File: src/rtl/core/assert_macros.svh
// ----------------------------------------------------------------------------
// assert_macros.svh
// Shared concurrent assertion macros for the motion report builder.
// ----------------------------------------------------------------------------
`ifndef ASSERT_MACROS_SVH
`define ASSERT_MACROS_SVH

// Same-cycle implication, checked at every rising edge outside reset.
`define MMRB_ASSERT_IMP(label, clk, rst_n, ante, cons, msg) \
  label: assert property (@(posedge clk) disable iff (!rst_n) (ante) |-> (cons)) \
    else $error(msg);

// Next-cycle implication, checked at every rising edge outside reset.
`define MMRB_ASSERT_NXT(label, clk, rst_n, ante, cons, msg) \
  label: assert property (@(posedge clk) disable iff (!rst_n) (ante) |=> (cons)) \
    else $error(msg);

`endif

File: src/rtl/core/mmrb_pkg.sv
// ----------------------------------------------------------------------------
// mmrb_pkg
// Types and constants shared by the motion report builder modules.
// ----------------------------------------------------------------------------
`default_nettype none

package mmrb_pkg;

  // Input opcodes; code 3 is unused and is dropped by the front end.
  typedef enum logic [1:0] {
    OP_MOVE   = 2'd0,
    OP_BUTTON = 2'd1,
    OP_POLL   = 2'd2
  } op_t;

  // Configuration register indexes.
  localparam logic [1:0] CFG_MIN_LIMIT  = 2'd0;
  localparam logic [1:0] CFG_MAX_LIMIT  = 2'd1;
  localparam logic [1:0] CFG_ACCELERATE = 2'd2;
  localparam logic [1:0] CFG_DOWNSCALE  = 2'd3;

  localparam int CFG_IDX_W  = 2;
  localparam int CFG_DATA_W = 11;
  localparam int LIM_W      = 11;
  localparam int MAXL_W     = 10;
  localparam int DELTA_W    = 16;
  localparam int MOVE_W     = 12;
  localparam int WHEEL_W    = 4;

  localparam int IN_TDATA_W  = 56;
  localparam int IN_TUSER_W  = 2;
  localparam int OUT_TDATA_W = 72;

  localparam int QDEPTH = 2;

  localparam logic signed [LIM_W-1:0] MIN_LIMIT_RST = -11'sd255;
  localparam logic [MAXL_W-1:0]       MAX_LIMIT_RST = 10'd255;

  localparam logic signed [WHEEL_W-1:0] WHEEL_MIN = -4'sd8;
  localparam logic signed [WHEEL_W-1:0] WHEEL_MAX = 4'sd7;

  localparam logic [7:0] PKT_SYNC   = 8'b0000_1000;
  localparam logic [7:0] PKT_Y_NEG  = 8'b0010_0000;
  localparam logic [7:0] PKT_X_NEG  = 8'b0001_0000;
  localparam logic [7:0] PKT_BTN_M  = 8'h07;
  localparam logic [7:0] BYTE_MASK  = 8'hFF;

  // Acceleration curve for magnitudes below six, indexed by value + 5.
  localparam logic signed [4:0] ACCEL_LUT [11] = '{
    -5'sd9, -5'sd6, -5'sd3, -5'sd1, -5'sd1, 5'sd0,
    5'sd1, 5'sd1, 5'sd3, 5'sd6, 5'sd9
  };

  typedef struct packed {
    logic [LIM_W-1:0]  min_limit;
    logic [MAXL_W-1:0] max_limit;
    logic              accelerate;
    logic [1:0]        downscale;
  } cfg_t;

  // One classified command waiting in the queue.
  typedef struct packed {
    op_t              op;
    logic [DELTA_W-1:0] delta_x;
    logic [DELTA_W-1:0] delta_y;
    logic [DELTA_W-1:0] delta_z;
    logic [7:0]       btn_mask;
    logic             btn_pressed;
  } cmd_t;

  typedef struct packed {
    logic               has_update;
    logic [MOVE_W-1:0]  move_x;
    logic [MOVE_W-1:0]  move_y;
    logic [WHEEL_W-1:0] move_z;
    logic [7:0]         button_mask;
    logic [7:0]         packet_byte1;
    logic [7:0]         packet_byte2;
    logic [7:0]         packet_byte3;
    logic [7:0]         packet_byte4;
  } result_t;

endpackage

`default_nettype wire

File: src/rtl/core/mmrb_front.sv
// ----------------------------------------------------------------------------
// mmrb_front
// Accepts input requests, classifies the opcode and decodes the button bit.
// ----------------------------------------------------------------------------
`default_nettype none

module mmrb_front (
  input  wire logic                              in_tvalid,
  output logic                                   in_tready,
  input  wire logic [mmrb_pkg::IN_TDATA_W-1:0]   in_tdata,
  input  wire logic [mmrb_pkg::IN_TUSER_W-1:0]   in_tuser,
  input  wire logic                              q_ready,
  output logic                                   q_push,
  output mmrb_pkg::cmd_t                         q_cmd
);

  logic known_op;

  assign in_tready = q_ready;

  // Unused opcodes are accepted and dropped here.
  always_comb begin
    unique case (mmrb_pkg::op_t'(in_tuser))
      mmrb_pkg::OP_MOVE, mmrb_pkg::OP_BUTTON, mmrb_pkg::OP_POLL: known_op = 1'b1;
      default: known_op = 1'b0;
    endcase
  end

  assign q_push = in_tvalid && q_ready && known_op;

  always_comb begin
    q_cmd.op          = mmrb_pkg::op_t'(in_tuser);
    q_cmd.delta_x     = in_tdata[15:0];
    q_cmd.delta_y     = in_tdata[31:16];
    q_cmd.delta_z     = in_tdata[47:32];
    q_cmd.btn_mask    = 8'd1 << in_tdata[50:48];
    q_cmd.btn_pressed = in_tdata[51];
  end

endmodule

`default_nettype wire

File: src/rtl/core/mmrb_queue.sv
// ----------------------------------------------------------------------------
// mmrb_queue
// Short command queue that decouples the front end from the back end.
// ----------------------------------------------------------------------------
`default_nettype none

module mmrb_queue (
  input  wire logic           clk,
  input  wire logic           rst_n,
  input  wire logic           push,
  input  mmrb_pkg::cmd_t      push_cmd,
  output logic                not_full,
  input  wire logic           pop,
  output logic                not_empty,
  output mmrb_pkg::cmd_t      head_cmd
);

  `include "assert_macros.svh"

  localparam int PTR_W = (mmrb_pkg::QDEPTH > 1) ? $clog2(mmrb_pkg::QDEPTH) : 1;
  localparam int CNT_W = $clog2(mmrb_pkg::QDEPTH + 1);
  localparam logic [CNT_W-1:0] DEPTH_C = CNT_W'(mmrb_pkg::QDEPTH);
  localparam logic [PTR_W-1:0] LAST_C  = PTR_W'(mmrb_pkg::QDEPTH - 1);

  mmrb_pkg::cmd_t   slot_r [mmrb_pkg::QDEPTH];
  logic [PTR_W-1:0] wr_ptr_r, wr_ptr_nxt;
  logic [PTR_W-1:0] rd_ptr_r, rd_ptr_nxt;
  logic [CNT_W-1:0] count_r, count_nxt;

  assign not_full  = (count_r != DEPTH_C);
  assign not_empty = (count_r != '0);
  assign head_cmd  = slot_r[rd_ptr_r];

  always_comb begin
    wr_ptr_nxt = wr_ptr_r;
    rd_ptr_nxt = rd_ptr_r;
    count_nxt  = count_r;
    if (push) begin
      wr_ptr_nxt = (wr_ptr_r == LAST_C) ? '0 : wr_ptr_r + 1'b1;
    end
    if (pop) begin
      rd_ptr_nxt = (rd_ptr_r == LAST_C) ? '0 : rd_ptr_r + 1'b1;
    end
    if (push && !pop) begin
      count_nxt = count_r + 1'b1;
    end else if (pop && !push) begin
      count_nxt = count_r - 1'b1;
    end
  end

  always_ff @(posedge clk) begin
    if (!rst_n) begin
      wr_ptr_r <= '0;
      rd_ptr_r <= '0;
      count_r  <= '0;
    end else begin
      wr_ptr_r <= wr_ptr_nxt;
      rd_ptr_r <= rd_ptr_nxt;
      count_r  <= count_nxt;
    end
  end

  always_ff @(posedge clk) begin
    if (push) begin
      slot_r[wr_ptr_r] <= push_cmd;
    end
  end

  `MMRB_ASSERT_IMP(a_q_no_overflow, clk, rst_n, push && !pop, count_r < DEPTH_C, "queue overflow")
  `MMRB_ASSERT_IMP(a_q_no_underflow, clk, rst_n, pop, count_r != '0, "queue underflow")
  `MMRB_ASSERT_IMP(a_q_count_range, clk, rst_n, 1'b1, count_r <= DEPTH_C, "queue count out of range")

endmodule

`default_nettype wire

File: src/rtl/core/mmrb_back.sv
// ----------------------------------------------------------------------------
// mmrb_back
// Holds the motion state, retires one queued command per cycle unless a poll
// waits for the output register to free up, and builds the report into it.
// ----------------------------------------------------------------------------
`default_nettype none

module mmrb_back #(
  parameter int ACC_WIDTH = 16
) (
  input  wire logic           clk,
  input  wire logic           rst_n,
  input  mmrb_pkg::cfg_t      cfg,
  input  wire logic           cmd_valid,
  input  mmrb_pkg::cmd_t      cmd,
  output logic                cmd_pop,
  output logic                res_valid,
  input  wire logic           res_ready,
  output mmrb_pkg::result_t   res
);

  `include "assert_macros.svh"

  localparam int CMP_W = 33;
  localparam int LW    = mmrb_pkg::LIM_W;
  localparam int MW    = mmrb_pkg::MOVE_W;

  typedef struct packed {
    logic [LW-1:0] v;
    logic          clamped;
  } take_t;

  function automatic take_t take_axis(input logic signed [CMP_W-1:0] val,
                                      input logic signed [CMP_W-1:0] lo,
                                      input logic signed [CMP_W-1:0] hi);
    take_t t;
    t.clamped = 1'b1;
    if (val < lo) begin
      t.v = lo[LW-1:0];
    end else if (val > hi) begin
      t.v = hi[LW-1:0];
    end else begin
      t.v       = val[LW-1:0];
      t.clamped = 1'b0;
    end
    return t;
  endfunction

  function automatic logic [MW-1:0] accel(input logic signed [LW-1:0] v);
    logic [3:0] idx;
    idx = 4'(v + 11'sd5);
    if (v > -11'sd6 && v < 11'sd6) begin
      return MW'(mmrb_pkg::ACCEL_LUT[idx]);
    end
    return {v, 1'b0};
  endfunction

  logic [ACC_WIDTH-1:0] acc_x_r, acc_x_nxt;
  logic [ACC_WIDTH-1:0] acc_y_r, acc_y_nxt;
  logic [ACC_WIDTH-1:0] acc_z_r, acc_z_nxt;
  logic [7:0]           buttons_r, buttons_nxt;
  logic                 pending_r, pending_nxt;
  logic                 out_valid_r, out_valid_nxt;
  mmrb_pkg::result_t    out_r, out_nxt;

  logic                        slot_free;
  logic                        poll_go;
  logic signed [ACC_WIDTH-1:0] x_shift, y_shift;
  logic signed [CMP_W-1:0]     lo_w, hi_w;
  take_t                       tx, ty, tz;
  logic [mmrb_pkg::WHEEL_W-1:0] vz;
  logic [MW-1:0]               x12, y12, ny12;
  logic [7:0]                  z8;
  mmrb_pkg::result_t           report;

  assign slot_free = !out_valid_r || res_ready;
  assign cmd_pop   = cmd_valid && ((cmd.op != mmrb_pkg::OP_POLL) || slot_free);
  assign poll_go   = cmd_pop && (cmd.op == mmrb_pkg::OP_POLL);

  // Report datapath: shift, clamp, acceleration and packet bytes.
  always_comb begin
    x_shift = $signed(acc_x_r) >>> cfg.downscale;
    y_shift = $signed(acc_y_r) >>> cfg.downscale;
    lo_w    = CMP_W'($signed(cfg.min_limit));
    hi_w    = CMP_W'($signed({1'b0, cfg.max_limit}));
    tx      = take_axis(CMP_W'(x_shift), lo_w, hi_w);
    ty      = take_axis(CMP_W'(y_shift), lo_w, hi_w);
    tz      = take_axis(CMP_W'($signed(acc_z_r)), CMP_W'(mmrb_pkg::WHEEL_MIN),
                        CMP_W'(mmrb_pkg::WHEEL_MAX));
    vz      = tz.v[mmrb_pkg::WHEEL_W-1:0];
    x12     = cfg.accelerate ? accel($signed(tx.v)) : MW'($signed(tx.v));
    y12     = cfg.accelerate ? accel($signed(ty.v)) : MW'($signed(ty.v));
    ny12    = MW'(0) - y12;
    z8      = 8'(0) - 8'($signed(vz));

    report.has_update   = 1'b1;
    report.move_x       = x12;
    report.move_y       = y12;
    report.move_z       = vz;
    report.button_mask  = buttons_r;
    report.packet_byte1 = mmrb_pkg::PKT_SYNC
                        | (($signed(y12) > 12'sd0) ? mmrb_pkg::PKT_Y_NEG : 8'h00)
                        | (x12[MW-1] ? mmrb_pkg::PKT_X_NEG : 8'h00)
                        | (buttons_r & mmrb_pkg::PKT_BTN_M);
    report.packet_byte2 = x12[7:0];
    report.packet_byte3 = ny12[7:0];
    report.packet_byte4 = z8 & mmrb_pkg::BYTE_MASK;
  end

  always_comb begin
    acc_x_nxt     = acc_x_r;
    acc_y_nxt     = acc_y_r;
    acc_z_nxt     = acc_z_r;
    buttons_nxt   = buttons_r;
    pending_nxt   = pending_r;
    out_valid_nxt = out_valid_r && !res_ready;
    out_nxt       = out_r;
    if (cmd_pop) begin
      case (cmd.op)
        mmrb_pkg::OP_MOVE: begin
          acc_x_nxt   = acc_x_r + ACC_WIDTH'($signed(cmd.delta_x));
          acc_y_nxt   = acc_y_r + ACC_WIDTH'($signed(cmd.delta_y));
          acc_z_nxt   = acc_z_r + ACC_WIDTH'($signed(cmd.delta_z));
          pending_nxt = 1'b1;
        end
        mmrb_pkg::OP_BUTTON: begin
          buttons_nxt = cmd.btn_pressed ? (buttons_r | cmd.btn_mask)
                                        : (buttons_r & ~cmd.btn_mask);
          pending_nxt = 1'b1;
        end
        mmrb_pkg::OP_POLL: begin
          out_valid_nxt = 1'b1;
          if (pending_r) begin
            acc_x_nxt   = acc_x_r - (ACC_WIDTH'($signed(tx.v)) << cfg.downscale);
            acc_y_nxt   = acc_y_r - (ACC_WIDTH'($signed(ty.v)) << cfg.downscale);
            acc_z_nxt   = acc_z_r - ACC_WIDTH'($signed(vz));
            pending_nxt = tx.clamped || ty.clamped || tz.clamped;
            out_nxt     = report;
          end else begin
            out_nxt = '0;
          end
        end
        default: begin
        end
      endcase
    end
  end

  always_ff @(posedge clk) begin
    if (!rst_n) begin
      acc_x_r     <= '0;
      acc_y_r     <= '0;
      acc_z_r     <= '0;
      buttons_r   <= '0;
      pending_r   <= 1'b0;
      out_valid_r <= 1'b0;
    end else begin
      acc_x_r     <= acc_x_nxt;
      acc_y_r     <= acc_y_nxt;
      acc_z_r     <= acc_z_nxt;
      buttons_r   <= buttons_nxt;
      pending_r   <= pending_nxt;
      out_valid_r <= out_valid_nxt;
    end
  end

  always_ff @(posedge clk) begin
    out_r <= out_nxt;
  end

  assign res_valid = out_valid_r;
  assign res       = out_r;

  `MMRB_ASSERT_IMP(a_empty_report_zero, clk, rst_n, out_valid_r && !out_r.has_update, out_r.move_x == '0 && out_r.packet_byte1 == '0, "empty report carries data")
  `MMRB_ASSERT_IMP(a_pending_falls_on_poll, clk, rst_n, $fell(pending_r), !$past(rst_n) || $past(poll_go), "pending cleared without a poll")
  `MMRB_ASSERT_NXT(a_poll_loads_result, clk, rst_n, poll_go, out_valid_r, "poll left no result")

endmodule

`default_nettype wire

File: src/rtl/core/mouse_motion_report_builder.sv
// ----------------------------------------------------------------------------
// mouse_motion_report_builder
// Accumulates mouse motion and button changes and answers polls with a
// clamped, optionally accelerated four-byte movement packet.
// ----------------------------------------------------------------------------
//
//   Channel   Direction  Handshake            Payload
//   in_       slave      in_tvalid/in_tready  in_tuser opcode, in_tdata deltas/button
//   out_      master     out_tvalid/out_tready out_tuser has_update, out_tdata report
//   cfg_      write      cfg_we               cfg_addr index, cfg_wdata value
//
// One request is taken every cycle while the queue has room. The front end
// decodes a request into a two-entry queue in the accepting cycle, and the
// back end retires one queued command per cycle unless a poll must wait; a
// poll result is loaded from the queue head into the output register, where
// it waits until the sink takes it. A poll only waits when the output
// register holds a result that the sink has not yet taken; move and button
// requests never wait on the output side. Once the queue holds such a poll
// and one command behind it, in_tready drops. The synchronous reset clears
// the queue, the accumulators, the button bits and the pending flag, and
// loads the default limits (-255 and 255), no acceleration and no downscale.
// ----------------------------------------------------------------------------
`default_nettype none

module mouse_motion_report_builder #(
  parameter int ACC_WIDTH = 16
) (
  input  wire logic        clk,
  input  wire logic        rst_n,
  // Input channel.
  input  wire logic        in_tvalid,
  output logic             in_tready,
  // [15:0] delta_x, [31:16] delta_y, [47:32] delta_z, [50:48] button_index,
  // [51] button_pressed, [55:52] zero.
  input  wire logic [mmrb_pkg::IN_TDATA_W-1:0] in_tdata,
  // [1:0] opcode.
  input  wire logic [mmrb_pkg::IN_TUSER_W-1:0] in_tuser,
  // Result channel.
  output logic             out_tvalid,
  input  wire logic        out_tready,
  // [11:0] move_x, [23:12] move_y, [27:24] move_z, [35:28] button_mask,
  // [43:36] packet_byte1, [51:44] packet_byte2, [59:52] packet_byte3,
  // [67:60] packet_byte4, [71:68] zero.
  output logic [mmrb_pkg::OUT_TDATA_W-1:0] out_tdata,
  // [0] has_update.
  output logic             out_tuser,
  // Configuration port.
  input  wire logic        cfg_we,
  input  wire logic [mmrb_pkg::CFG_IDX_W-1:0]  cfg_addr,
  input  wire logic [mmrb_pkg::CFG_DATA_W-1:0] cfg_wdata
);

  mmrb_pkg::cfg_t    cfg_r, cfg_nxt;
  mmrb_pkg::cmd_t    front_cmd, head_cmd;
  mmrb_pkg::result_t res;
  logic              q_push, q_not_full, q_not_empty, q_pop;

  // Configuration registers. Writes must only happen while the block is idle, so
  // the back end sees a stable setting for every command; the block does not check.
  always_comb begin
    cfg_nxt = cfg_r;
    if (cfg_we) begin
      unique case (cfg_addr)
        mmrb_pkg::CFG_MIN_LIMIT:  cfg_nxt.min_limit  = cfg_wdata[mmrb_pkg::LIM_W-1:0];
        mmrb_pkg::CFG_MAX_LIMIT:  cfg_nxt.max_limit  = cfg_wdata[mmrb_pkg::MAXL_W-1:0];
        mmrb_pkg::CFG_ACCELERATE: cfg_nxt.accelerate = cfg_wdata[0];
        mmrb_pkg::CFG_DOWNSCALE:  cfg_nxt.downscale  = cfg_wdata[1:0];
        default: begin
        end
      endcase
    end
  end

  always_ff @(posedge clk) begin
    if (!rst_n) begin
      cfg_r.min_limit  <= mmrb_pkg::MIN_LIMIT_RST;
      cfg_r.max_limit  <= mmrb_pkg::MAX_LIMIT_RST;
      cfg_r.accelerate <= 1'b0;
      cfg_r.downscale  <= 2'd0;
    end else begin
      cfg_r <= cfg_nxt;
    end
  end

  // Front end: takes a request and classifies it.
  mmrb_front u_front (
    .in_tvalid (in_tvalid),
    .in_tready (in_tready),
    .in_tdata  (in_tdata),
    .in_tuser  (in_tuser),
    .q_ready   (q_not_full),
    .q_push    (q_push),
    .q_cmd     (front_cmd)
  );

  // Queue between the two halves so each can stall on its own.
  mmrb_queue u_queue (
    .clk       (clk),
    .rst_n     (rst_n),
    .push      (q_push),
    .push_cmd  (front_cmd),
    .not_full  (q_not_full),
    .pop       (q_pop),
    .not_empty (q_not_empty),
    .head_cmd  (head_cmd)
  );

  // Back end: motion state, report datapath and output register.
  mmrb_back #(
    .ACC_WIDTH (ACC_WIDTH)
  ) u_back (
    .clk       (clk),
    .rst_n     (rst_n),
    .cfg       (cfg_r),
    .cmd_valid (q_not_empty),
    .cmd       (head_cmd),
    .cmd_pop   (q_pop),
    .res_valid (out_tvalid),
    .res_ready (out_tready),
    .res       (res)
  );

  assign out_tuser = res.has_update;
  assign out_tdata = {4'b0000, res.packet_byte4, res.packet_byte3, res.packet_byte2,
                      res.packet_byte1, res.button_mask, res.move_z, res.move_y,
                      res.move_x};

endmodule

`default_nettype wire

File: config.mk
export PLATFORM = sky130hd
export DESIGN_NAME = mouse_motion_report_builder
export DESIGN_NICKNAME = d
export VERILOG_FILES = /design/src/rtl/core/mmrb_pkg.sv /design/src/rtl/core/mmrb_front.sv /design/src/rtl/core/mmrb_queue.sv /design/src/rtl/core/mmrb_back.sv /design/src/rtl/core/mouse_motion_report_builder.sv
export VERILOG_INCLUDE_DIRS = /design/src /design/src/rtl/core
export SDC_FILE = /design/constraint.sdc
export NUM_CORES = 1
export LEC_CHECK = 0
export ABC_AREA = 1
export BUFFER_PORTS_ARGS = -buffer_cell sky130_fd_sc_hd__buf_2
export CORE_MARGIN = 3
export CORE_UTILIZATION = 44
export DETAILED_ROUTE_END_ITERATION = 12
export PLACE_DENSITY_LB_ADDON = 0.08
export SLEW_MARGIN = 20
export SYNTH_ARGS = -nofsm -noshare
export SYNTH_HDL_FRONTEND = slang
export SYNTH_HIERARCHICAL = 1
export SYNTH_SLANG_ARGS = --single-unit
File: constraint.sdc
create_clock -name clk -period 6.1 [get_ports clk]
set_input_delay 0.61 -clock clk [delete_from_list [all_inputs] [get_ports clk]]
set_output_delay 0.61 -clock clk [all_outputs]
set_load 0.02 [all_outputs]
==> PnR_summary.wiki, run 1 <==
{| class="wikitable"
! Metric !! Value
|-
| Ports || roughly 150
|-
| Sequential area share after synthesis || about 39%
|-
| Drt first pass iters || 5
|-
| Clock insertion delay at the later pin of the skew report || 580 ps
|-
| Share of power burned in the clock network || 17.0%
|-
| Max capacitance violation total || 0
|-
| DIE WIDTH || roughly 210 um
|-
| Setup Viol. Count Final || 0
|-
| Startpoint-to-endpoint class of the critical path || reg -> reg
|-
| LEAKAGE || around 9.3 nW
|-
| Crit path to || u_back/acc_x_r[14]
|-
| FF-to-FF End || u_back/acc_x_r[14]
|-
| Clock transition time at the flip-flop clock pins of the worst setup and hold paths || 60 ps
|-
| Effective utilization at floorplan || 45.0%
|-
| Logic pwr share || 60.1%
|-
| Net count reported at finish || between 2000 and 2500
|-
| Result of the run || completed
|-
| Setup repair after global routing missed its margin || yes
|-
| Power share of the sequential group || 22.9%
|-
| Sink count of the clock tree || about 260
|-
| Number of endpoints with negative hold slack in the final report || 0
|-
| Final design instance area without fill || between 15000 and 20000 sq um
|-
| Weighted congestion reported at the end of routability-driven placement || 0.921
|-
| Total GRT Usage || approximately 20%
|-
| Synth top area share || between 20% and 30%
|-
| Switching power total || 0.00485 W
|-
| Syn. warnings || 6
|-
| Slowest Stage Delay on Critical Path || 500 ps
|-
| CTS Root Buffer Type || sky130_fd_sc_hd__clkbuf_16
|-
| EDFF count, synth || between 150 and 200
|-
| Number of buffers between clock root and the deepest sink || 3
|-
| CTS H-tree lvls || 1
|-
| Top post-synthesis cells by count || sky130_fd_sc_hd__nand2_1, sky130_fd_sc_hd__inv_1, sky130_fd_sc_hd__edfxtp_1
|-
| Setup TNS || 0 ps
|-
| Input/output buffers || 140
|-
| Number of routed nets with antenna violations || 0
|-
| Post-route insts no fill || 2845
|-
| Power density over cell area || about 540 nW/um^2
|-
| Worst hold-check path type || in -> reg
|-
| Largest area contributor in the synthesized netlist || sky130_fd_sc_hd__edfxtp_1
|-
| Number of cells produced by synthesis || approximately 2200
|-
| Layout Utilization || just over 50%
|-
| Wire length after detailed routing || between 40 and 50 mm
|-
| Pin count of the biggest net entering global routing || slightly above 60
|-
| Highest ir drop seen on vdd || 264 uV
|-
| R2R cell count || just over 40
|-
| Instance area after placement || around 19000 sq um
|-
| Avg Synthesized Cell Area || 8.05 sq um
|-
| Flip-flop cell with the highest count after synthesis || sky130_fd_sc_hd__edfxtp_1
|-
| CP required || about 6600 ps
|-
| Total CTS buffers || 29
|-
| CTS tree || yes
|-
| Die outline area || about 42000 sq um
|-
| Global-route wire length before repair || between 60 and 70 mm
|-
| Kind of start point of the critical path || register
|-
| Max-slew headroom at the worst pin || about a third
|-
| Setup clock skew after layout || 12.5 ps
|-
| Number of global-route vias before repair || 13200
|-
| DRC violation total after the first TritonRoute iteration || a little under 800
|-
| DIE HEIGHT || 206 um
|-
| Flip-flop and latch count after synthesis || about 260
|-
| Placed cell count || roughly 2800
|-
| Max Fanout on Critical Path || 21
|-
| Power Total || between 0.01 and 0.015 W
|-
| Number of distinct library cells after synthesis || 62
|-
| Final clock period utilization by the worst path || 92.1%
|-
| Endpoint class of the critical path || register
|-
| Critical register-to-register path startpoint || cfg_r[0]
|-
| Antenna violations before repair || 0
|-
| Number of remaining DRC errors || 0
|-
| Total number of placement rows || 72
|-
| Wire per inst || approximately 15 um
|-
| Critical Path Start || cfg_r[0]
|-
| Highest clock rate || about 180 MHz
|-
| Area of the mapped netlist || 17600 sq um
|-
| Internal Dissipation || just under 0.006 W
|-
| Sum of overflow across all layers after global routing || 0
|-
| Slowest stage cell, crit path || sky130_fd_sc_hd__o21ai_0
|-
| Final Max Slew Viols || 0
|-
| CORE AREA || between 30000 and 40000 sq um
|-
| Layout cell share with drive strength beyond 1 || between 10% and 20%
|-
| Detailed Place HPWL || between 30 and 40 mm
|-
| Share of synthesized flip-flops with an asynchronous set or reset || 0%
|-
| Most common cell in the netlist || sky130_fd_sc_hd__nand2_1
|-
| Routed via count divided by cell count || 5.01
|-
| Most Frequent Cell on Critical Path || sky130_fd_sc_hd__nand2_1
|-
| Worst path arrival time || 6080 ps
|-
| Switching share of total power || between 40 and 50%
|-
| Least-Margin Pin Slew || 1020 ps
|-
| Dominant cells by area after synthesis || sky130_fd_sc_hd__edfxtp_1, sky130_fd_sc_hd__nand2_1, sky130_fd_sc_hd__dfxtp_1, sky130_fd_sc_hd__ha_1, sky130_fd_sc_hd__inv_1
|-
| Min cycle time layout || between 5000 and 6000 ps
|-
| # diodes || 0
|-
| Setup slack, reg-to-reg || 480 ps
|-
| Area Overhead vs Synth || 11.9%
|-
| Detailed-route via count || approximately 14000
|}
[power groups by stage]
| stage | Combinational (W) | Sequential (W) | Clock [W] |
|---|---|---|---|
| 5_1_grt | 0.00724 | 0.00248 | 0.00192 |
| 2_1_floorplan | 0.00456 | 0.00249 | 0 |
| 6_report | 0.00638 | 0.00244 | 0.00180 |
| 3_5_place_dp | 0.00634 | 0.00248 | 0 |
| 4_1_cts | 0.00637 | 0.00244 | 0.00186 |
| 3_3_place_gp | 0.00628 | 0.00247 | 0 |
[critical path: cells and delay by family, from the launching register on]
| kind | cells | cell delay [ps] |
|---|---|---|
| flip-flops | 1 | 400 |
| AND/OR/NAND/NOR | 19 | 1410 |
| adder cells (fa/ha/maj) | 2 | 590 |
| buffers and inverters | 5 | 670 |
| XOR/XNOR | 1 | 70 |
| AO/OA/AOI/OAI | 14 | 2330 |
[per-layer routing]
layer  wire [um]  vias up  share of wire [%]  global-route usage, %
li1            -     7465                  -                      -
met1       21800     6448                 50                   29.8
met2       18500      287                 43                   32.0
met3        2050       47                4.7                   2.72
met4        1000        0                2.3                   4.68
met5           0        -                  0                      0
[final cells by class]
type                       instances  area [sq um]
inverter                         288          1090
fill                            3839         19400
multi-input combinational       1497          8760
timing repair buffer             234          1410
sequential                       255          6790
tap                              518           648
clock inverter                    17           228
clock buffer                      36           752
[layout by cell type (no fill, tap or decap), drive strengths merged, types with 4 or more instances in the layout]
master  netlist  final
nand2       512    512
inv         285    287
buf         109    234
o21ai       202    202
edfxtp      168    168
nor2        148    148
a21oi       143    143
nand3       129    129
ha          109    109
dfxtp        87     87
mux2         59     59
xor2         46     46
clkbuf       40     36
nand4        27     27
xnor2        14     14
o211ai       13     13
o21bai       11     11
nor3         10     10
clkinv        3     10
a31oi         9      9
or2           9      9
nor4          7      7
o221ai        7      7
conb          2      6
bufinv        0      5
and2          5      5
mux2i         4      4
o22ai         4      4
[repair_timing]
action | in CTS | in global routing
hold buffers | 0 | 0
resized for setup | 0 | 26
buffers inserted | 0 | 1
endpoints found under the setup margin | 0 | 11
[state kept, by name, indices dropped and copies added (netlist names), named ones only]
name              cells
u_back/res           50
u_queue/wr_ptr_r      1
u_queue/count_r       2
u_queue/rd_ptr_r      1
u_back/res_valid      1
u_back/pending_r      1
cfg_r                24
u_back/acc_z_r       16
u_back/acc_y_r       16
u_queue/slot_r      118
u_back/acc_x_r       16
[per-stage QoR]
| stage | hold slack [ps] | setup WS (ps) |
|---|---|---|
| floorplan | 429 | 772 |
| global placement | 445 | 260 |
| detailed placement | 451 | 228 |
| CTS | 188 | 213 |
| global route | 207 | -13.0 |
| finish | 222 | 482 |
[worst min path at each step]
stage / start / to / slack (ps) / cells past startpoint
floorplan: cfg_r[5] / cfg_r[5] / 430 / 2
global placement: cfg_r[6] / cfg_r[6] / 450 / 2
detailed placement: cfg_r[6] / cfg_r[6] / 450 / 2
CTS: in_tdata[11] / u_queue/slot_r[1][52] / 190 / 1
global route: in_tdata[42] / u_queue/slot_r[1][19] / 210 / 1
finish: in_tdata[23] / u_queue/slot_r[1][32] / 220 / 1
[kinds of logic (layout without fill, tap and decap cells)]
group | count (synthesis) | after routing | share of synthesized area [%]
xor gates and xnor gates | 60 | 60 | 2.99
AOI/OAI and AO/OA | 403 | 403 | 12.6
DFF | 255 | 255 | 38.6
muxes | 63 | 63 | 4.22
and+or+nand+nor | 853 | 853 | 21.6
other | 2 | 6 | 0.0427
buffers and inverters | 437 | 575 | 11.8
adders and majority gates | 112 | 112 | 8.10
Power figures use the tool's default switching activity.
==> run 2, diff against run 1 <==
--- a/config.mk
+++ b/config.mk
@@ -7,7 +7,7 @@
 export NUM_CORES = 1
 export LEC_CHECK = 0
 export ABC_AREA = 1
-export BUFFER_PORTS_ARGS = -buffer_cell sky130_fd_sc_hd__buf_2
+export BUFFER_PORTS_ARGS = -buffer_cell sky130_fd_sc_hd__clkbuf_2
 export CORE_MARGIN = 3
 export CORE_UTILIZATION = 44
 export DETAILED_ROUTE_END_ITERATION = 12
==> PnR_summary.wiki, run 2 (synthesis gave the netlist of run 1 again) <==
{| class="wikitable"
! Metric !! Value
|-
| Max capacitance violation total || 0 (unchanged)
|-
| Met3 Usage GRT || 2.36% (-0.36 points)
|-
| Total CTS buffers || 29 (unchanged)
|-
| Number of endpoints with negative hold slack in the final report || 0 (unchanged)
|-
| Internal Dissipation || 0.00579 W (+0.40%)
|-
| Power share of the sequential group || 22.9% (about the same)
|-
| Effective utilization at floorplan || 45.0% (unchanged)
|-
| Sum of overflow across all layers after global routing || 0 (unchanged)
|-
| LEAKAGE || 9.36 nW (+0.82%)
|-
| Input/output buffers || 140 (unchanged)
|-
| Startpoint-to-endpoint class of the critical path || reg -> reg
|-
| Net count reported at finish || 2498 (+0.20%)
|-
| Highest clock rate || 177 MHz (-0.54%)
|-
| Worst path arrival time || 6100 ps (+20 ps)
|-
| CTS Root Buffer Type || sky130_fd_sc_hd__clkbuf_16
|-
| Area Overhead vs Synth || 12.2%
|-
| Critical register-to-register path startpoint || cfg_r[0]
|-
| Met1 track demand over resource || 30.6% (+0.81 points)
|-
| Start point of the worst min-delay path || in_tdata[29]
|-
| Kind of start point of the critical path || register
|-
| Most heavily used metal layer in global routing || met2
|-
| Global-route wire length before repair || 69.7 mm (+0.25%)
|-
| Power Total || 0.0107 W (+0.44%)
|-
| Wire per inst || 15.4 um (+0.94%)
|-
| Share of power burned in the clock network || 16.8% (-0.2 points)
|-
| DRC violation total after the first TritonRoute iteration || 819 (+4.3%)
|-
| Layout Utilization || 50.5% (+0.17 points)
|-
| Slowest stage cell, crit path || sky130_fd_sc_hd__o21ai_0
|-
| Commonest cells after routing, fill and taps aside || sky130_fd_sc_hd__nand2_1, sky130_fd_sc_hd__inv_1, sky130_fd_sc_hd__edfxtp_1, sky130_fd_sc_hd__o21ai_0
|-
| CORE AREA || 39100 sq um (unchanged)
|-
| Logic pwr share || 60.3% (+0.2 points)
|-
| Setup slack, reg-to-reg || 450 ps (-30 ps)
|-
| Area taken by flip-flops and latches || 6790 sq um (unchanged)
|-
| Layout cell share with drive strength beyond 1 || 19.0% (+0.35 points)
|-
| GR met2 Demand/Resource || 32.3% (+0.25 points)
|-
| Die outline area || 42400 sq um (unchanged)
|-
| Most Frequent Cell on Critical Path || sky130_fd_sc_hd__nand2_1
|-
| Setup clock skew after layout || 12.5 ps (+0.0825 ps)
|-
| Number of global-route vias before repair || 13100 (-0.67%)
|-
| Switching power total || 0.00487 W (+0.49%)
|-
| Drt first pass iters || 5 (unchanged)
|-
| Power density over cell area || 540 nW/um^2 (+0.11%)
|-
| Critical Path Start || cfg_r[0]
|-
| Slowest Stage Delay on Critical Path || 450 ps (-50 ps)
|-
| Detailed Place HPWL || 33.7 mm (+0.80%)
|-
| Most flop-heavy register || u_queue/slot_r
|-
| Most frequent standard cell in the layout excluding fill and tap cells || sky130_fd_sc_hd__nand2_1
|-
| Layout filler cell count || 3815 (-0.63%)
|-
| Routed via count divided by cell count || 5.01 (about the same)
|-
| Ports || 151 (unchanged)
|-
| CTS tree || yes
|-
| DIE WIDTH || 206 um (unchanged)
|-
| Least-Margin Pin Slew || 1090 ps (+69.8 ps)
|-
| DIE HEIGHT || 206 um (unchanged)
|-
| Switching share of total power || 45.7% (about the same)
|-
| CP required || 6550 ps (about the same)
|-
| Final Max Slew Viols || 0 (unchanged)
|-
| Flip-flop count of the largest register, all copies and words added || 118 (unchanged)
|-
| Setup repair after global routing missed its margin || yes
|-
| Multi-input combinational cell area || 8760 sq um (about the same)
|-
| Final clock period utilization by the worst path || 92.6% (+0.50 points)
|-
| Post-route worst setup slack || 451 ps (-30.5 ps)
|-
| Number of buffers between clock root and the deepest sink || 3 (unchanged)
|-
| Pin count of the biggest net entering global routing || 61 (-1.6%)
|-
| Wire length after detailed routing || 43.9 mm (+1.2%)
|-
| Post-route insts no fill || 2851 (+0.21%)
|-
| Total number of placement rows || 72 (unchanged)
|-
| Antenna violations before repair || 0 (unchanged)
|-
| Sink count of the clock tree || 255 (unchanged)
|-
| Detailed-route via count || 14300 (+0.24%)
|-
| Max Fanout on Critical Path || 14 (-33%)
|-
| Clock insertion delay at the later pin of the skew report || 560 ps (-20 ps)
|-
| Min cycle time layout || 5650 ps (+30.5 ps)
|-
| Max-slew headroom at the worst pin || 27.0% (-4.6 points)
|-
| Endpoint class of the critical path || register
|-
| Weighted congestion reported at the end of routability-driven placement || 0.907 (-1.5%)
|-
| Number of routed nets with antenna violations || 0 (unchanged)
|-
| DP Worst Slack || 247 ps (+19.2 ps)
|-
| Highest ir drop seen on vdd || 265 uV (+0.59%)
|-
| Worst hold-check path type || in -> reg
|-
| Hold buffer count at CTS || 0 (unchanged)
|-
| Setup TNS || 0 ps (unchanged)
|-
| Result of the run || completed
|-
| Placed cell count || 2795 (+0.14%)
|-
| Setup Viol. Count Final || 0 (unchanged)
|-
| Total GRT Usage || 20.5% (+0.18 points)
|-
| CTS H-tree lvls || 1 (unchanged)
|-
| Clock transition time at the flip-flop clock pins of the worst setup and hold paths || 60 ps (about the same)
|-
| Number of remaining DRC errors || 0 (unchanged)
|}
==> run 2: cell count changes in the layout (fill, tap and decap cells not counted), sizes merged, moves of 2 or more <==
cell	delta
buf	-135
bufinv	-2
clkbuf	+144
clkinvlp	-2
==> run 2: metal layers <==
layer  wire length (um)  share of wire [%]  vias up
met1              22200                 51     6515
li1                   -                  -     7454
met5                  0                  0        -
met3               1760                4.0       50
met4                782                1.8        0
met2              19100                 44      262
==> run 2: metrics by stage <==
| step | hold WS [ps] | area [sq um] |
|---|---|---|
| 2_1_floorplan | 429 | 17600 |
| 3_3_place_gp | 446 | 18700 |
| 3_5_place_dp | 453 | 18700 |
| 4_1_cts | 200 | 19700 |
| 5_1_grt | 218 | 19700 |
| 6_report | 238 | 19700 |
==> run 2: power by group through the flow <==
stage | logic [W] | registers [W] | clock network (W)
after floorplan | 0.00456 | 0.00249 | 0
after global placement | 0.00629 | 0.00247 | 0
after detailed placement | 0.00637 | 0.00248 | 0
after CTS | 0.00640 | 0.00245 | 0.00185
after global routing | 0.00728 | 0.00249 | 0.00192
final | 0.00643 | 0.00244 | 0.00179
==> run 2: what timing repair did <==
item | 4_1_cts | 5_1_grt
resized for setup | 0 | 19
setup endpoints to repair | 0 | 8
setup buffers | 0 | 2
==> run 2: critical path: cells and delay by family (launching register included) <==
| family | cells | cell delay, ps |
|---|---|---|
| fa+ha+maj | 2 | 610 |
| simple gates | 16 | 1500 |
| compound gates | 12 | 2200 |
| buf+inv | 5 | 800 |
| flops | 1 | 400 |
==> run 2: area by class of cell <==
class | count | share of cell area, %
clock buffer | 40 | 4.25
timing repair buffer | 239 | 7.38
clock inverter | 13 | 0.767
multi-input combinational | 1497 | 44.4
antenna | 1 | 0.0127
sequential | 255 | 34.4
inverter | 288 | 5.50
tap | 518 | 3.28
==> run 2: worst paths after layout <==
check,cells past startpoint,end
worst min register to register,2,register
worst max-delay path,35,u_back/acc_y_r[15]
worst max register to register,35,u_back/acc_y_r[15]
worst min-delay path,1,u_queue/slot_r[1][38]
==> run 3, diff against run 2 <==
--- a/config.mk
+++ b/config.mk
@@ -11,6 +11,7 @@
 export CORE_MARGIN = 3
 export CORE_UTILIZATION = 44
 export DETAILED_ROUTE_END_ITERATION = 12
+export MAX_ROUTING_LAYER = met4
 export PLACE_DENSITY_LB_ADDON = 0.08
 export SLEW_MARGIN = 20
 export SYNTH_ARGS = -nofsm -noshare
==> PnR_summary.wiki, run 3 (synthesis gave the netlist of run 1 again) <==
{| class="wikitable"
! Metric !! Value
|-
| Max-slew headroom at the worst pin || 32.7% (+5.7 points)
|-
| Effective utilization at floorplan || 45.0% (unchanged)
|-
| Startpoint-to-endpoint class of the critical path || reg -> reg
|-
| Number of remaining DRC errors || 0 (unchanged)
|-
| CP required || 6620 ps (+70 ps)
|-
| Commonest cells after routing, fill and taps aside || sky130_fd_sc_hd__nand2_1, sky130_fd_sc_hd__inv_1, sky130_fd_sc_hd__edfxtp_1, sky130_fd_sc_hd__o21ai_0, sky130_fd_sc_hd__clkbuf_2
|-
| Max capacitance violation total || 0 (unchanged)
|-
| Weighted congestion reported at the end of routability-driven placement || 0.907 (about the same)
|-
| Ports || 151 (unchanged)
|-
| Power density over cell area || 546 nW/um^2 (+1.0%)
|-
| Slowest stage cell, crit path || sky130_fd_sc_hd__dfxtp_4
|-
| Most Frequent Cell on Critical Path || sky130_fd_sc_hd__nand2_1
|-
| GR met2 Demand/Resource || 32.7% (+0.46 points)
|-
| Routed via count divided by cell count || 5.05 (+0.87%)
|-
| Flip-flop count of the largest register, all copies and words added || 118 (unchanged)
|-
| Layout cell share with drive strength beyond 1 || 19.5% (+0.53 points)
|-
| Power Total || 0.0108 W (+1.7%)
|-
| Net count reported at finish || 2505 (+0.28%)
|-
| Global-route wire length before repair || 70.8 mm (+1.7%)
|-
| Placed cell count || 2803 (+0.29%)
|-
| Max Fanout on Critical Path || 12 (-2)
|-
| Clock insertion delay at the later pin of the skew report || 580 ps (+20 ps)
|-
| Post-route insts no fill || 2858 (+0.25%)
|-
| Worst hold-check path type || in -> reg
|-
| Share of power burned in the clock network || 17.1% (+0.3 points)
|-
| Number of endpoints with negative hold slack in the final report || 0 (unchanged)
|-
| Switching power total || 0.00496 W (+1.8%)
|-
| Most heavily used metal layer in global routing || met2
|-
| Input/output buffers || 140 (unchanged)
|-
| Die outline area || 42400 sq um (unchanged)
|-
| Met1 track demand over resource || 30.5% (-0.048 points)
|-
| Setup clock skew after layout || 13.0 ps (+0.483 ps)
|-
| R2R cell count || 42 (+20%)
|-
| Endpoint class of the critical path || register
|-
| Internal Dissipation || 0.00588 W (+1.5%)
|-
| CTS Root Buffer Type || sky130_fd_sc_hd__clkbuf_16
|-
| Number of routed nets with antenna violations || 0 (unchanged)
|-
| Power share of the sequential group || 22.5% (-0.4 points)
|-
| Result of the run || completed
|-
| Pin count of the biggest net entering global routing || 62 (+1.6%)
|-
| Number of global-route vias before repair || 13400 (+2.0%)
|-
| DIE HEIGHT || 206 um (unchanged)
|-
| Met3 Usage GRT || 2.50% (+0.14 points)
|-
| Layout filler cell count || 3832 (+0.45%)
|-
| DIE WIDTH || 206 um (unchanged)
|-
| Detailed Place HPWL || 34.0 mm (+0.84%)
|-
| Antenna violations before repair || 0 (unchanged)
|-
| Kind of start point of the critical path || register
|-
| Wire per inst || 15.6 um (+0.98%)
|-
| DRC violation total after the first TritonRoute iteration || 725 (-11%)
|-
| Most flop-heavy register || u_queue/slot_r
|-
| Worst Hold Margin || 220 ps (-18.4 ps)
|-
| Sum of overflow across all layers after global routing || 0 (unchanged)
|-
| Total GRT Usage || 21.4% (+0.93 points)
|-
| Final design instance area without fill || 19900 sq um (+0.61%)
|-
| Area Overhead vs Synth || 12.9%
|-
| Total CTS buffers || 29 (unchanged)
|-
| Switching share of total power || 45.8% (+0.072 points)
|-
| Setup Viol. Count Final || 0 (unchanged)
|-
| Wire length after detailed routing || 44.5 mm (+1.2%)
|-
| Total number of placement rows || 72 (unchanged)
|-
| CTS tree || yes
|-
| Least-Margin Pin Slew || 1010 ps (-85.1 ps)
|-
| Detailed-route via count || 14400 (+1.1%)
|-
| LEAKAGE || 9.42 nW (+0.65%)
|-
| Slowest Stage Delay on Critical Path || 400 ps (-50 ps)
|-
| Final clock period utilization by the worst path || 91.5% (-1.1 points)
|-
| Min cycle time layout || 5580 ps (-66.6 ps)
|-
| Final Max Slew Viols || 0 (unchanged)
|-
| Instance area after placement || 18800 sq um (+0.32%)
|-
| Number of buffers between clock root and the deepest sink || 3 (unchanged)
|-
| # diodes || 0 (-1)
|-
| CTS H-tree lvls || 1 (unchanged)
|-
| Cell count of the worst hold path || 1 (unchanged)
|-
| CORE AREA || 39100 sq um (unchanged)
|-
| Worst path arrival time || 6100 ps (about the same)
|-
| Drt first pass iters || 5 (unchanged)
|-
| Logic pwr share || 60.3% (about the same)
|-
| Most frequent standard cell in the layout excluding fill and tap cells || sky130_fd_sc_hd__nand2_1
|-
| Clock transition time at the flip-flop clock pins of the worst setup and hold paths || 60 ps (about the same)
|-
| Highest ir drop seen on vdd || 280 uV (+5.4%)
|-
| Hold buffer count at CTS || 0 (unchanged)
|-
| Sink count of the clock tree || 255 (unchanged)
|-
| Highest clock rate || 179 MHz (+1.2%)
|}
## run 3: cell types whose count changed in the layout (fill, tap and decap cells not counted), sizes merged
cell / change
buf: +7
clkbuf: -5
clkinv: +4
bufinv: +2
clkinvlp: -1
diode: -1
inv: +1
## run 3: routing by layer
layer / routed length, um / vias up
met2: 19200 / 284
met5: 0 / -
met1: 22200 / 6622
met4: 948 / 0
met3: 2060 / 57
li1: - / 7478
## run 3: worst max-delay path, delay by kind of cell, from the launching register on
kind / cells / cell delay [ps]
compound gates: 14 / 2160
simple gates: 18 / 1460
buf+inv: 8 / 980
fa+ha+maj: 2 / 510
flops: 1 / 400
## run 3: final cells by class
type	count	area, sq um	area share, %
Clock inverter	19	239	1.20
Inverter	288	1090	5.47
Tap cell	518	648	3.26
Multi-Input combinational cell	1497	8800	44.3
Sequential cell	255	6790	34.2
Timing Repair Buffer	246	1520	7.64
Clock buffer	35	778	3.92
## run 3: power groups by stage
stage | clock network (W) | logic (W) | registers [W]
finish | 0.00186 | 0.00654 | 0.00244
global route | 0.00199 | 0.00741 | 0.00249
CTS | 0.00191 | 0.00648 | 0.00245
detailed placement | 0 | 0.00645 | 0.00248
global placement | 0 | 0.00637 | 0.00247
floorplan | 0 | 0.00456 | 0.00249
## run 3: final timing paths
| path | start | to | slack (ps) |
|---|---|---|---|
| max reg2reg | cfg_r[0] | u_back/acc_y_r[15] | 520 |
| max | cfg_r[0] | u_back/acc_y_r[15] | 520 |
| min | in_tdata[19] | u_queue/slot_r[1][28] | 220 |
| min reg2reg | register | register | 460 |
## run 3: what timing repair did
| action | 4_1_cts | 5_1_grt |
|---|---|---|
| gates resized for setup | 0 | 39 |
| endpoints found under the setup margin | 0 | 11 |
| buffers inserted | 0 | 1 |
## run 3: metrics by stage
step           setup TNS, ps  setup slack, ps  util [%]
6_report                   0              518      50.8
5_1_grt                -7.89            -7.89      50.8
4_1_cts                    0              109      50.6
3_5_place_dp               0              142      48.0
3_3_place_gp               0              202      48.0
2_1_floorplan              0              772         -
